### config.mk
export PLATFORM = sky130hd
export DESIGN_NAME = line_buffer_tab_compressor_flat
export DESIGN_NICKNAME = d
export VERILOG_FILES = /design/src/sv/ltc_pkg.sv /design/src/sv/ltc_if.sv /design/src/sv/ltc_front.sv /design/src/sv/ltc_queue.sv /design/src/sv/ltc_back.sv /design/src/sv/line_buffer_tab_compressor.sv /design/src/flat_wrapper.sv
export SDC_FILE = /design/constraint.sdc
export NUM_CORES = 1
export LEC_CHECK = 0
export ABC_AREA = 0
export ABC_CLOCK_PERIOD_IN_PS = 11000
export BUFFER_PORTS_ARGS = -buffer_cell sky130_fd_sc_hd__buf_4
export CAP_MARGIN = 20
export CORE_MARGIN = 8
export CORE_UTILIZATION = 44
export CTS_CLUSTER_SIZE = 30
export DETAILED_ROUTE_END_ITERATION = 10
export PLACE_DENSITY = 0.65
export SYNTH_ARGS = -nofsm -noshare
export SYNTH_HDL_FRONTEND = slang
export SYNTH_SLANG_ARGS = --single-unit
### constraint.sdc
create_clock -name clk_i -period 11 [get_ports clk_i]
set_input_delay 2.2 -clock clk_i [delete_from_list [all_inputs] [get_ports clk_i]]
set_output_delay 2.2 -clock clk_i [all_outputs]
set_load 0.01 [all_outputs]
### src/sv/ltc_pkg.sv
`timescale 1ns / 1ps
// Shared types and constants of the line buffer tab compressor.
package ltc_pkg;

  localparam int LINE_CAPACITY = 64;
  localparam int IDX_W = $clog2(LINE_CAPACITY);
  localparam int FILL_W = $clog2(LINE_CAPACITY + 1);
  localparam logic [FILL_W-1:0] FLUSH_AT = FILL_W'(LINE_CAPACITY - 9);

  localparam int QUEUE_DEPTH = 2;
  localparam int QPTR_W = $clog2(QUEUE_DEPTH);
  localparam int QCNT_W = $clog2(QUEUE_DEPTH + 1);

  localparam logic [7:0] CH_NUL = 8'd0;
  localparam logic [7:0] CH_TAB = 8'd9;
  localparam logic [7:0] CH_EOR = 8'd10;
  localparam logic [7:0] CH_SP = 8'd32;

  typedef enum logic [1:0] {
    CMD_CHAR = 2'd0,
    CMD_TAB  = 2'd1,
    CMD_EOR  = 2'd2
  } cmd_kind_e;

  typedef struct packed {
    cmd_kind_e  kind;
    logic [7:0] data;
  } cmd_t;

endpackage

### src/sv/ltc_if.sv
`timescale 1ns / 1ps
// Word channels of the line buffer tab compressor.
interface ltc_in_if;
  logic       valid;
  logic       ready;
  logic       fault;
  logic [7:0] char_in;

  modport source (output valid, output fault, output char_in, input ready);
  modport sink (input valid, input fault, input char_in, output ready);
endinterface

interface ltc_out_if;
  logic       valid;
  logic       ready;
  logic [7:0] out_byte;
  logic       last;

  modport source (output valid, output out_byte, output last, input ready);
  modport sink (input valid, input out_byte, input last, output ready);
endinterface

### src/sv/ltc_front.sv
`timescale 1ns / 1ps
// Front end: accepts input words, drops faulted and null words, classifies the rest.
module ltc_front (
  ltc_in_if.sink        in_i,
  input  logic          q_full_i,
  output logic          push_o,
  output ltc_pkg::cmd_t push_cmd_o
);

  assign in_i.ready = !q_full_i;
  assign push_o = in_i.valid && !q_full_i && !in_i.fault && (in_i.char_in != ltc_pkg::CH_NUL);

  always_comb begin
    push_cmd_o.data = in_i.char_in;
    if (in_i.char_in == ltc_pkg::CH_EOR) begin
      push_cmd_o.kind = ltc_pkg::CMD_EOR;
    end else if (in_i.char_in == ltc_pkg::CH_TAB) begin
      push_cmd_o.kind = ltc_pkg::CMD_TAB;
    end else begin
      push_cmd_o.kind = ltc_pkg::CMD_CHAR;
    end
  end

endmodule

### src/sv/ltc_queue.sv
`timescale 1ns / 1ps
// Short command queue between the front end and the line engine.
module ltc_queue (
  input  logic          clk_i,
  input  logic          rst_ni,
  input  logic          push_i,
  input  ltc_pkg::cmd_t push_cmd_i,
  output logic          full_o,
  output logic          valid_o,
  output ltc_pkg::cmd_t cmd_o,
  input  logic          ready_i
);

  ltc_pkg::cmd_t                 slot_q [ltc_pkg::QUEUE_DEPTH];
  logic [ltc_pkg::QPTR_W-1:0]    wr_q, wr_d, rd_q, rd_d;
  logic [ltc_pkg::QCNT_W-1:0]    cnt_q, cnt_d;
  logic                          pop;

  assign full_o = (cnt_q == ltc_pkg::QCNT_W'(ltc_pkg::QUEUE_DEPTH));
  assign valid_o = (cnt_q != '0);
  assign cmd_o = slot_q[rd_q];
  assign pop = valid_o && ready_i;

  always_comb begin
    wr_d = wr_q;
    rd_d = rd_q;
    cnt_d = cnt_q;
    if (push_i) begin
      wr_d = (wr_q == ltc_pkg::QPTR_W'(ltc_pkg::QUEUE_DEPTH - 1)) ? '0 : wr_q + 1'b1;
    end
    if (pop) begin
      rd_d = (rd_q == ltc_pkg::QPTR_W'(ltc_pkg::QUEUE_DEPTH - 1)) ? '0 : rd_q + 1'b1;
    end
    if (push_i && !pop) begin
      cnt_d = cnt_q + 1'b1;
    end else if (pop && !push_i) begin
      cnt_d = cnt_q - 1'b1;
    end
  end

  always_ff @(posedge clk_i or negedge rst_ni) begin
    if (!rst_ni) begin
      wr_q <= '0;
      rd_q <= '0;
      cnt_q <= '0;
    end else begin
      wr_q <= wr_d;
      rd_q <= rd_d;
      cnt_q <= cnt_d;
    end
  end

  always_ff @(posedge clk_i) begin
    if (push_i) begin
      slot_q[wr_q] <= push_cmd_i;
    end
  end

endmodule

### src/sv/ltc_back.sv
`timescale 1ns / 1ps
// Line engine: owns the line store, expands tabs, compresses and flushes lines.
module ltc_back (
  input  logic          clk_i,
  input  logic          rst_ni,
  input  logic          cmd_valid_i,
  input  ltc_pkg::cmd_t cmd_i,
  output logic          cmd_ready_o,
  ltc_out_if.source     out_o
);

  typedef enum logic [4:0] {
    S_IDLE  = 5'b00001,
    S_TAB   = 5'b00010,
    S_FLUSH = 5'b00100,
    S_COMP  = 5'b01000,
    S_NL    = 5'b10000
  } state_e;

  state_e                       state_q, state_d;
  logic [ltc_pkg::FILL_W-1:0]   fill_q, fill_d, pos_q, pos_d, fill_inc, pos_inc;
  logic [2:0]                   tabs_q, tabs_d;
  logic [3:0]                   pend_q, pend_d, pend_n;
  logic [7:0]                   line_mem [ltc_pkg::LINE_CAPACITY];
  logic [7:0]                   rd_q;
  logic                         we, re, adv;
  logic [ltc_pkg::IDX_W-1:0]    raddr;
  logic [7:0]                   wdata;
  logic                         out_valid_q;
  logic [7:0]                   out_byte_q;
  logic                         out_last_q;
  logic                         slot_free, emit, emit_last;
  logic [7:0]                   emit_byte;

  assign slot_free = !out_valid_q || out_o.ready;
  assign cmd_ready_o = (state_q == S_IDLE);
  assign fill_inc = fill_q + 1'b1;
  assign pos_inc = pos_q + 1'b1;

  always_comb begin
    state_d = state_q;
    fill_d = fill_q;
    pos_d = pos_q;
    tabs_d = tabs_q;
    pend_d = pend_q;
    pend_n = pend_q;
    we = 1'b0;
    re = 1'b0;
    adv = 1'b0;
    raddr = '0;
    wdata = ltc_pkg::CH_SP;
    emit = 1'b0;
    emit_last = 1'b0;
    emit_byte = ltc_pkg::CH_SP;
    case (state_q)
      S_IDLE: begin
        if (cmd_valid_i) begin
          case (cmd_i.kind)
            ltc_pkg::CMD_CHAR: begin
              we = 1'b1;
              wdata = cmd_i.data;
              fill_d = fill_inc;
              if (fill_inc >= ltc_pkg::FLUSH_AT) begin
                re = 1'b1;
                pos_d = '0;
                state_d = S_FLUSH;
              end
            end
            ltc_pkg::CMD_TAB: begin
              we = 1'b1;
              fill_d = fill_inc;
              if (fill_inc[2:0] != 3'd0) begin
                state_d = S_TAB;
              end else if (fill_inc >= ltc_pkg::FLUSH_AT) begin
                re = 1'b1;
                pos_d = '0;
                state_d = S_FLUSH;
              end
            end
            ltc_pkg::CMD_EOR: begin
              pos_d = '0;
              tabs_d = '0;
              pend_d = '0;
              if (fill_q == '0) begin
                state_d = S_NL;
              end else begin
                re = 1'b1;
                state_d = S_COMP;
              end
            end
            default: begin
            end
          endcase
        end
      end
      S_TAB: begin
        we = 1'b1;
        fill_d = fill_inc;
        if (fill_inc[2:0] == 3'd0) begin
          if (fill_inc >= ltc_pkg::FLUSH_AT) begin
            re = 1'b1;
            pos_d = '0;
            state_d = S_FLUSH;
          end else begin
            state_d = S_IDLE;
          end
        end
      end
      S_FLUSH: begin
        if (slot_free) begin
          emit = 1'b1;
          emit_byte = rd_q;
          emit_last = (pos_inc == fill_q);
          if (pos_inc == fill_q) begin
            fill_d = '0;
            state_d = S_IDLE;
          end else begin
            pos_d = pos_inc;
            re = 1'b1;
            raddr = pos_inc[ltc_pkg::IDX_W-1:0];
          end
        end
      end
      S_COMP: begin
        if (rd_q == ltc_pkg::CH_SP) begin
          pend_n = pend_q + 1'b1;
          adv = 1'b1;
        end else if (tabs_q != 3'd0) begin
          if (slot_free) begin
            emit = 1'b1;
            emit_byte = ltc_pkg::CH_TAB;
            tabs_d = tabs_q - 1'b1;
          end
        end else if (pend_q != 4'd0) begin
          if (slot_free) begin
            emit = 1'b1;
            emit_byte = ltc_pkg::CH_SP;
            pend_d = pend_q - 1'b1;
          end
        end else if (slot_free) begin
          emit = 1'b1;
          emit_byte = rd_q;
          pend_n = '0;
          adv = 1'b1;
        end
        if (adv) begin
          if (pos_inc == fill_q) begin
            state_d = S_NL;
          end else begin
            re = 1'b1;
            raddr = pos_inc[ltc_pkg::IDX_W-1:0];
            pos_d = pos_inc;
            if ((pos_inc[2:0] == 3'd0) && (pend_n != 4'd0)) begin
              tabs_d = tabs_q + 1'b1;
              pend_d = '0;
            end else begin
              pend_d = pend_n;
            end
          end
        end
      end
      S_NL: begin
        if (slot_free) begin
          emit = 1'b1;
          emit_byte = ltc_pkg::CH_EOR;
          emit_last = 1'b1;
          fill_d = '0;
          state_d = S_IDLE;
        end
      end
      default: begin
        state_d = S_IDLE;
      end
    endcase
  end

  always_ff @(posedge clk_i or negedge rst_ni) begin
    if (!rst_ni) begin
      state_q <= S_IDLE;
      fill_q <= '0;
      pos_q <= '0;
      tabs_q <= '0;
      pend_q <= '0;
      out_valid_q <= 1'b0;
    end else begin
      state_q <= state_d;
      fill_q <= fill_d;
      pos_q <= pos_d;
      tabs_q <= tabs_d;
      pend_q <= pend_d;
      if (slot_free) begin
        out_valid_q <= emit;
      end
    end
  end

  always_ff @(posedge clk_i) begin
    if (we) begin
      line_mem[fill_q[ltc_pkg::IDX_W-1:0]] <= wdata;
    end
    if (re) begin
      rd_q <= line_mem[raddr];
    end
    if (emit) begin
      out_byte_q <= emit_byte;
      out_last_q <= emit_last;
    end
  end

  assign out_o.valid = out_valid_q;
  assign out_o.out_byte = out_byte_q;
  assign out_o.last = out_last_q;

endmodule

### src/sv/line_buffer_tab_compressor.sv
`timescale 1ns / 1ps
// Line buffer tab compressor: front end, command queue and line engine.
// Throughput: one stored character per cycle while the engine is idle; a tab expands in the
// tab state to spaces up to the next multiple of eight. On a line end the compress state reads
// the store and emits tabs, spaces and bytes, then the newline state emits the newline; a raw
// flush emits the stored bytes. Output words are held in a register while stalled. Reset
// (async, active low) clears queue and line, not the store contents.
module line_buffer_tab_compressor (
  input  logic      clk_i,
  input  logic      rst_ni,
  ltc_in_if.sink    in_i,
  ltc_out_if.source out_o
);

  logic          q_full, push, cmd_valid, cmd_ready;
  ltc_pkg::cmd_t push_cmd, cmd;

  ltc_front u_front (
    .in_i       (in_i),
    .q_full_i   (q_full),
    .push_o     (push),
    .push_cmd_o (push_cmd)
  );

  ltc_queue u_queue (
    .clk_i      (clk_i),
    .rst_ni     (rst_ni),
    .push_i     (push),
    .push_cmd_i (push_cmd),
    .full_o     (q_full),
    .valid_o    (cmd_valid),
    .cmd_o      (cmd),
    .ready_i    (cmd_ready)
  );

  ltc_back u_back (
    .clk_i       (clk_i),
    .rst_ni      (rst_ni),
    .cmd_valid_i (cmd_valid),
    .cmd_i       (cmd),
    .cmd_ready_o (cmd_ready),
    .out_o       (out_o)
  );

endmodule
### src/flat_wrapper.sv
// flat-port wrapper written by rule: the top's interface ports become plain ports
module line_buffer_tab_compressor_flat 
  (clk_i, rst_ni, in_i_valid, in_i_fault, in_i_char_in, in_i_ready, out_o_valid, out_o_out_byte, out_o_last, out_o_ready);
  ltc_in_if in_i_i ();
  ltc_out_if out_o_i ();
  input  logic clk_i;
  input  logic rst_ni;
  input wire logic [$bits(in_i_i.valid)-1:0] in_i_valid;
  input wire logic [$bits(in_i_i.fault)-1:0] in_i_fault;
  input wire logic [$bits(in_i_i.char_in)-1:0] in_i_char_in;
  output wire logic [$bits(in_i_i.ready)-1:0] in_i_ready;
  output wire logic [$bits(out_o_i.valid)-1:0] out_o_valid;
  output wire logic [$bits(out_o_i.out_byte)-1:0] out_o_out_byte;
  output wire logic [$bits(out_o_i.last)-1:0] out_o_last;
  input wire logic [$bits(out_o_i.ready)-1:0] out_o_ready;
  assign in_i_i.valid = in_i_valid;
  assign in_i_i.fault = in_i_fault;
  assign in_i_i.char_in = in_i_char_in;
  assign in_i_ready = in_i_i.ready;
  assign out_o_valid = out_o_i.valid;
  assign out_o_out_byte = out_o_i.out_byte;
  assign out_o_last = out_o_i.last;
  assign out_o_i.ready = out_o_ready;
  line_buffer_tab_compressor u_core (.clk_i(clk_i), .rst_ni(rst_ni), .in_i(in_i_i), .out_o(out_o_i));
endmodule
== After elaboration in Yosys (flattened, before gate mapping) ==
Memories as Yosys holds them, arrays and structs flattened. A register that Yosys moved wholly into a read port is not among the register bits.
Index checks and enable logic that the tools add are counted.

* Flip-flop bits (word level): 40
* Memory bits (writable): 532
* Input port bits: 13
* Output and inout bits: 11
* Word-level logic and storage cells: 178
* Memories: 2

* Add/sub/neg operators: 10
* Order comparisons: 1
* Equality and inequality tests: 23
* Muxes and demuxes: 98
* Reductions and logical operators: 33

{| class="wikitable"
|+ Memory list
! name !! words !! width !! rd ports !! clocked after Yosys merged registers in !! write ports !! RTL line !! source
|-
| u_core.u_back.line_mem || 64 || 8 || 1 || 1 || 1 || ltc_back.sv:24 || <nowiki>logic [7:0] line_mem [ltc_pkg::LINE_CAPACITY];</nowiki>
|-
| u_core.u_queue.slot_q || 2 || 10 || 1 || 0 || 1 || ltc_queue.sv:14 || <nowiki>ltc_pkg::cmd_t slot_q [ltc_pkg::QUEUE_DEPTH];</nowiki>
|}

{| class="wikitable"
|+ Operators with widths
! operator !! number
|-
| 7-bit two-way mux || 12
|-
| 4-bit two-way mux || 14
|-
| 8-bit two-way mux || 7
|-
| 7-bit case mux with 4 select lines || 2
|-
| 5-bit two-way mux || 10
|-
| 6-bit two-way mux || 5
|-
| 3-bit two-way mux || 9
|-
| 5-bit case mux with 5 select lines || 1
|-
| 1-bit two-way mux || 24
|-
| 8-bit case mux with 3 select lines || 1
|-
| 7-bit case mux with 3 select lines || 1
|-
| 2-bit != test (second input constant) || 9
|-
| 8-bit by 4-bit equality test with 1-bit output (second input constant) || 2
|-
| 4-bit nonzero test || 4
|-
| 5-bit case mux with 3 select lines || 1
|-
| 7-bit by 1-bit adder with 7-bit output (second input constant) || 2
|-
| 6-bit case mux with 2 select lines || 1
|-
| 8-bit by 6-bit equality test with 1-bit output (second input constant) || 1
|-
| 4-bit case mux with 2 select lines || 1
|-
| 8-bit AND reduction || 1
|-
| 8-bit nonzero test || 1
|-
| 7-bit equality test || 1
|-
| 7-bit by 6-bit >= comparator with 1-bit output (second input constant) || 1
|-
| 1-bit logical AND || 7
|-
| 32 further kinds || 47
|}

== Logic depth before layout (Yosys ltp) ==
* Depth in word-level cells: 13
* Gate-level depth with buffers: 16
* Depth with buffers taken out: 12

== Modules after synthesis ==
A second synthesis with hierarchy kept.

* Cells, all modules: 1796
* Area total of the unflattened synthesis: 24825.1 um^2

{| class="wikitable"
|+ By module, submodules not included
! module !! instances !! cells an instance !! area an instance (um^2) !! seq. area each (um^2)
|-
| ltc_back || 1 || 1732 || 23774.1 || 16562.1
|-
| ltc_queue || 1 || 47 || 928.4 || 700.7
|-
| ltc_front || 1 || 17 || 122.6 || 0.0
|}

== Least setup slack after synthesis ==
No wires, ideal clock.

* Path kind: input -> register
* Start point: in out_o_ready
* End point: reg u_core.u_back.rd_q[1] (read register of u_core.u_back.line_mem), data pin
* Setup time: 257 ps
* Data arrival time: 4832 ps
* Data required time: 10743 ps
* Slack: 5911 ps
* Stages: 12
* Path buffers: 1
* Cell sequence: nand2b_1 clkinv_1 or3_4 o211a_4 nor2_8 nand2_2 buf_6 a2111oi_4 a211o_1 a21oi_1 or4_1 a32o_1

* Longest elaborated chain between the ends: 8
* Elaborated cells between the ends (all ways): 12
* Those cells by class: mux (11); reduce/logical (1)

{| class="wikitable"
|+ Ends and longest elaborated chain
! element !! RTL line !! source
|-
| start: declaration || flat_wrapper.sv:15 || <nowiki>input wire logic [$bits(out_o_i.ready)-1:0] out_o_ready;</nowiki>
|-
| 1-bit logical OR (*) || ltc_back.sv:35 || <nowiki>assign slot_free = !out_valid_q || out_o.ready;</nowiki>
|-
| 1-bit two-way mux || ltc_back.sv:140 || <nowiki>end else if (slot_free) begin</nowiki>
|-
| 1-bit two-way mux || ltc_back.sv:134 || <nowiki>end else if (pend_q != 4'd0) begin</nowiki>
|-
| 1-bit two-way mux || ltc_back.sv:128 || <nowiki>end else if (tabs_q != 3'd0) begin</nowiki>
|-
| 1-bit two-way mux || ltc_back.sv:125 || <nowiki>if (rd_q == ltc_pkg::CH_SP) begin</nowiki>
|-
| 1-bit two-way mux || ltc_back.sv:55 || <nowiki>case (state_q)</nowiki>
|-
| 1-bit two-way mux or 6-bit two-way mux (tied branches) || ltc_back.sv:146 || <nowiki>if (adv) begin</nowiki>
|-
| 1-bit case mux with 4 select lines or 6-bit case mux with 2 select lines (tied branches) || ltc_back.sv:55 ||
|-
| end: declaration || ltc_back.sv:25 || <nowiki>logic [7:0] rd_q;</nowiki>
|}

Mark *: on every way between the ends. The rest lies on a longest branch, timed or not. The select of a mux whose other input is x is not followed.
A chain may end at the register's enable or synchronous reset.

== Final worst setup path ==
Ends and elaborated chain as after synthesis.

==> summary.txt <==
Run status
  – Status: complete, no violations

Timing
  – Final number of hold-violating endpoints: 0
  – RSZ-0062 raised after global routing: false
  – Setup_tns: 0 ps
  – Relative slew margins: 28.9%
  – Min Clock Period, post-route: 6110 ps
  – Max Clk Rate: 0.164 GHz
  – Final setup fails: 0
  – Worst-Margin Slew: 1060 ps
  – Number of max-slew violations in the final report: 0
  – Final period util: 55.5%
  – Clock Skew: ~21 ps

Placed design
  – Placed cell count: around 2500
  – PortBufs: 23
  – Dpl cell area: 25800 µm²
  – Final HPWL DP: approximately 42000 µm
  – Final GP Congestion: 0.909

Global routing
  – First-pass GRT wire length: 102000 µm
  – Vias in the first global route: 15700
  – Total grt overflow: 0
  – Initial antenna violation count: 2
  – Tot GR Track Use: 21.1%
  – Pin count of the biggest net entering global routing: 65

Worst setup path
  – Worst Path Required: 11380 ps
  – Crit end category: flip-flop
  – Crit-path leading delay family: simple AND/OR/NAND/NOR gates
  – Slowest CP cell: buf_4
  – CP arrival: 6490 ps
  – Setup crit start kind: primary input
  – CP dominant cell by count: buf_4
  – CP max FO: 63
  – Crit path buffers/inverters: 3
  – Largest stage delay on the critical path: about 740 ps
  – Crit-path cells: buf_4, nand2b_1, clkinv_1, or3_4, o211ai_2, nand2_1, nor2_4, buf_4, and3_1, a211oi_1, or4_1, a32o_1
  – Setup Crit Path Kind: in2reg

Finish
  – Fillers: 4770
  – Area Overhead vs Synth: 11.6%
  – Share of layout cells above drive strength 1: 10.7%
  – Nets: between 1500 and 2000
  – Multi-input logic area: 7120 µm²
  – Final instance area: around 28000 µm²
  – Most common cell after layout, fill and taps aside: edfxtp_1
  – Post-Layout Cell Count: approximately 2700
  – FF/Latch Area: 17300 µm²
  – Commonest cells after routing, fill and taps aside: edfxtp_1 (549), nand2_1 (204), nor2_1 (146)

Power
  – Pwr Total: 0.00637 W
  – Leakage power: about 9.1 nW
  – PD cells: about 230 nW/µm²
  – Peak supply drop: ~0.16 mV

Synth
  – Biggest area consumer among synthesized cells: edfxtp_1
  – Synth top area share: 66.5%
  – Ys async rst share: 5.34%
  – Sequential area share after synthesis: 69.6%
  – Number of synthesized flops with an enable pin: 549
  – Post-synth top flop: edfxtp_1
  – Synth Register Bits: 580
  – Mapped Nets: between 1500 and 2000
  – Mapped Area: approximately 25000 µm²
  – YS warnings: 0
  – Syn Area/Cell: around 13 µm²
  – Largest cells by area after synthesis: edfxtp_1 (66%), mux2i_1 (3.6%), nand2_1 (3.1%), dfrtp_1 (3.0%), nor2_1 (2.3%)
  – Cells after synthesis: approximately 1800
  – Yosys cell types: between 70 and 80

Routing
  – DR iter-0 viols: 2228
  – Drt via density: 6.14
  – Vias: 16300
  – WL/cell: 25.9 µm
  – DR DRC count: 0
  – WL final: around 70000 µm
  – Detail Route Antenna Nets: 0
  – DRT Pass-1 Iters: 6

Floorplanning
  – Core footprint: 56100 µm²
  – Die area: 64200 µm²
  – Ports: 24
  – Initial Util: approximately 44%
  – Placement Rows: 87
  – Die Span Y: 253 µm
  – Die W: 253 µm

CTS
  – Number of setup buffers added after CTS: 0
  – CTS clk-pin slew, worst paths: around 60 ps
  – Post-cts resize count: 0
  – Clk buf depth: 3
  – H-tree lvl count: 2
  – CTS tree: built
  – Clk root buf: clkbuf_16
  – Post-cts hold buffer count: 0
  – Clk Latency, worst-skew pair: 630 ps
  – CTS buffer count: 59
  – Clk sinks: 580

Worst hold path
  – Hold Path Class: reg2reg

Job
  – Max Cap Violations: 0
==> area by class of cell <==
type	instances	share of cell area, %
clock buffer	79	5.71
antenna	2	0.0181
tap	756	3.42
clock inverter	31	0.913
multi-input combinational	1137	25.7
timing repair buffer	56	1.55
inverter	20	0.271
sequential	580	62.4
==> through the flow <==
| step | setup WS, ps | util [%] | hold WS, ps |
|---|---|---|---|
| 3_5_place_dp | 4410 | 46.1 | 484 |
| 6_report | 4890 | 49.4 | 491 |
| 3_3_place_gp | 4560 | 46.0 | 477 |
| 4_1_cts | 4990 | 49.3 | 499 |
| 5_1_grt | 4680 | 49.4 | 530 |
| 2_1_floorplan | 5910 | - | 455 |
==> sequential cells by signal, indices dropped and copies added (netlist names), 4 cells and up <==
register,cells
u_core.u_back.line_mem,512
u_core.u_queue.slot_q,20
u_core.u_back.out_o.out_byte,8
u_core.u_back.rd_q,8
u_core.u_back.fill_q,7
u_core.u_back.pos_q,7
u_core.u_back.state_q,5
u_core.u_back.pend_q,4
==> power breakdown <==
| group | switching [W] | internal (W) |
|---|---|---|
| Combinational | 0.00114 | 0.000441 |
| Clock | 0.000839 | 0.00110 |
| Sequential | 0.000125 | 0.00273 |
| Total | 0.00210 | 0.00427 |
==> worst paths after layout <==
check | slack (ps) | to | depth (start not counted) | from
worst max register to register | 4960 | u_core.u_back.rd_q[1] | 13 | u_core.u_back.pos_q[0]
worst min register to register | 490 | u_core.u_queue.wr_q | 1 | u_core.u_queue.wr_q
max in group asynchronous | 9130 | u_core.u_back.pos_q[0] | 1 | rst_ni
min in group asynchronous | 1520 | u_core.u_back.tabs_q[0] | 1 | rst_ni
worst min-delay path | 490 | u_core.u_queue.wr_q | 1 | u_core.u_queue.wr_q
worst max-delay path | 4890 | u_core.u_back.rd_q[1] | 12 | out_o_ready
==> synthesized netlist by cell type, drive strengths merged (31+ instances only) <==
cell type / n
mux2i: 89
edfxtp: 549
buf: 51
nor2: 157
o21ai: 100
a21oi: 100
nand2: 206
a211oi: 31
nor3: 42
nand3: 63
clkbuf: 57
==> cells by family (layout without fill, tap and decap cells) <==
| logic type | count (synthesis) | count (layout) | share of synthesized area, % |
|---|---|---|---|
| fa+ha+maj | 18 | 18 | 0.908 |
| simple gates | 575 | 575 | 10.7 |
| buf+inv | 128 | 186 | 2.19 |
| flops | 580 | 580 | 69.6 |
| compound gates | 404 | 404 | 10.7 |
| xor+xnor | 21 | 21 | 0.742 |
| mux | 119 | 119 | 5.18 |
| other cells | 0 | 2 | 0 |
==> routing by layer <==
layer / global-route usage (%) / up-vias / share of wire [%]
li1: - / 7085 / -
met1: 27.6 / 8134 / 39
met2: 33.3 / 933 / 46
met3: 5.31 / 188 / 10
met4: 9.24 / 2 / 4.3
met5: 0 / - / 0.11
Note: power is estimated with default switching activity, not from simulation.
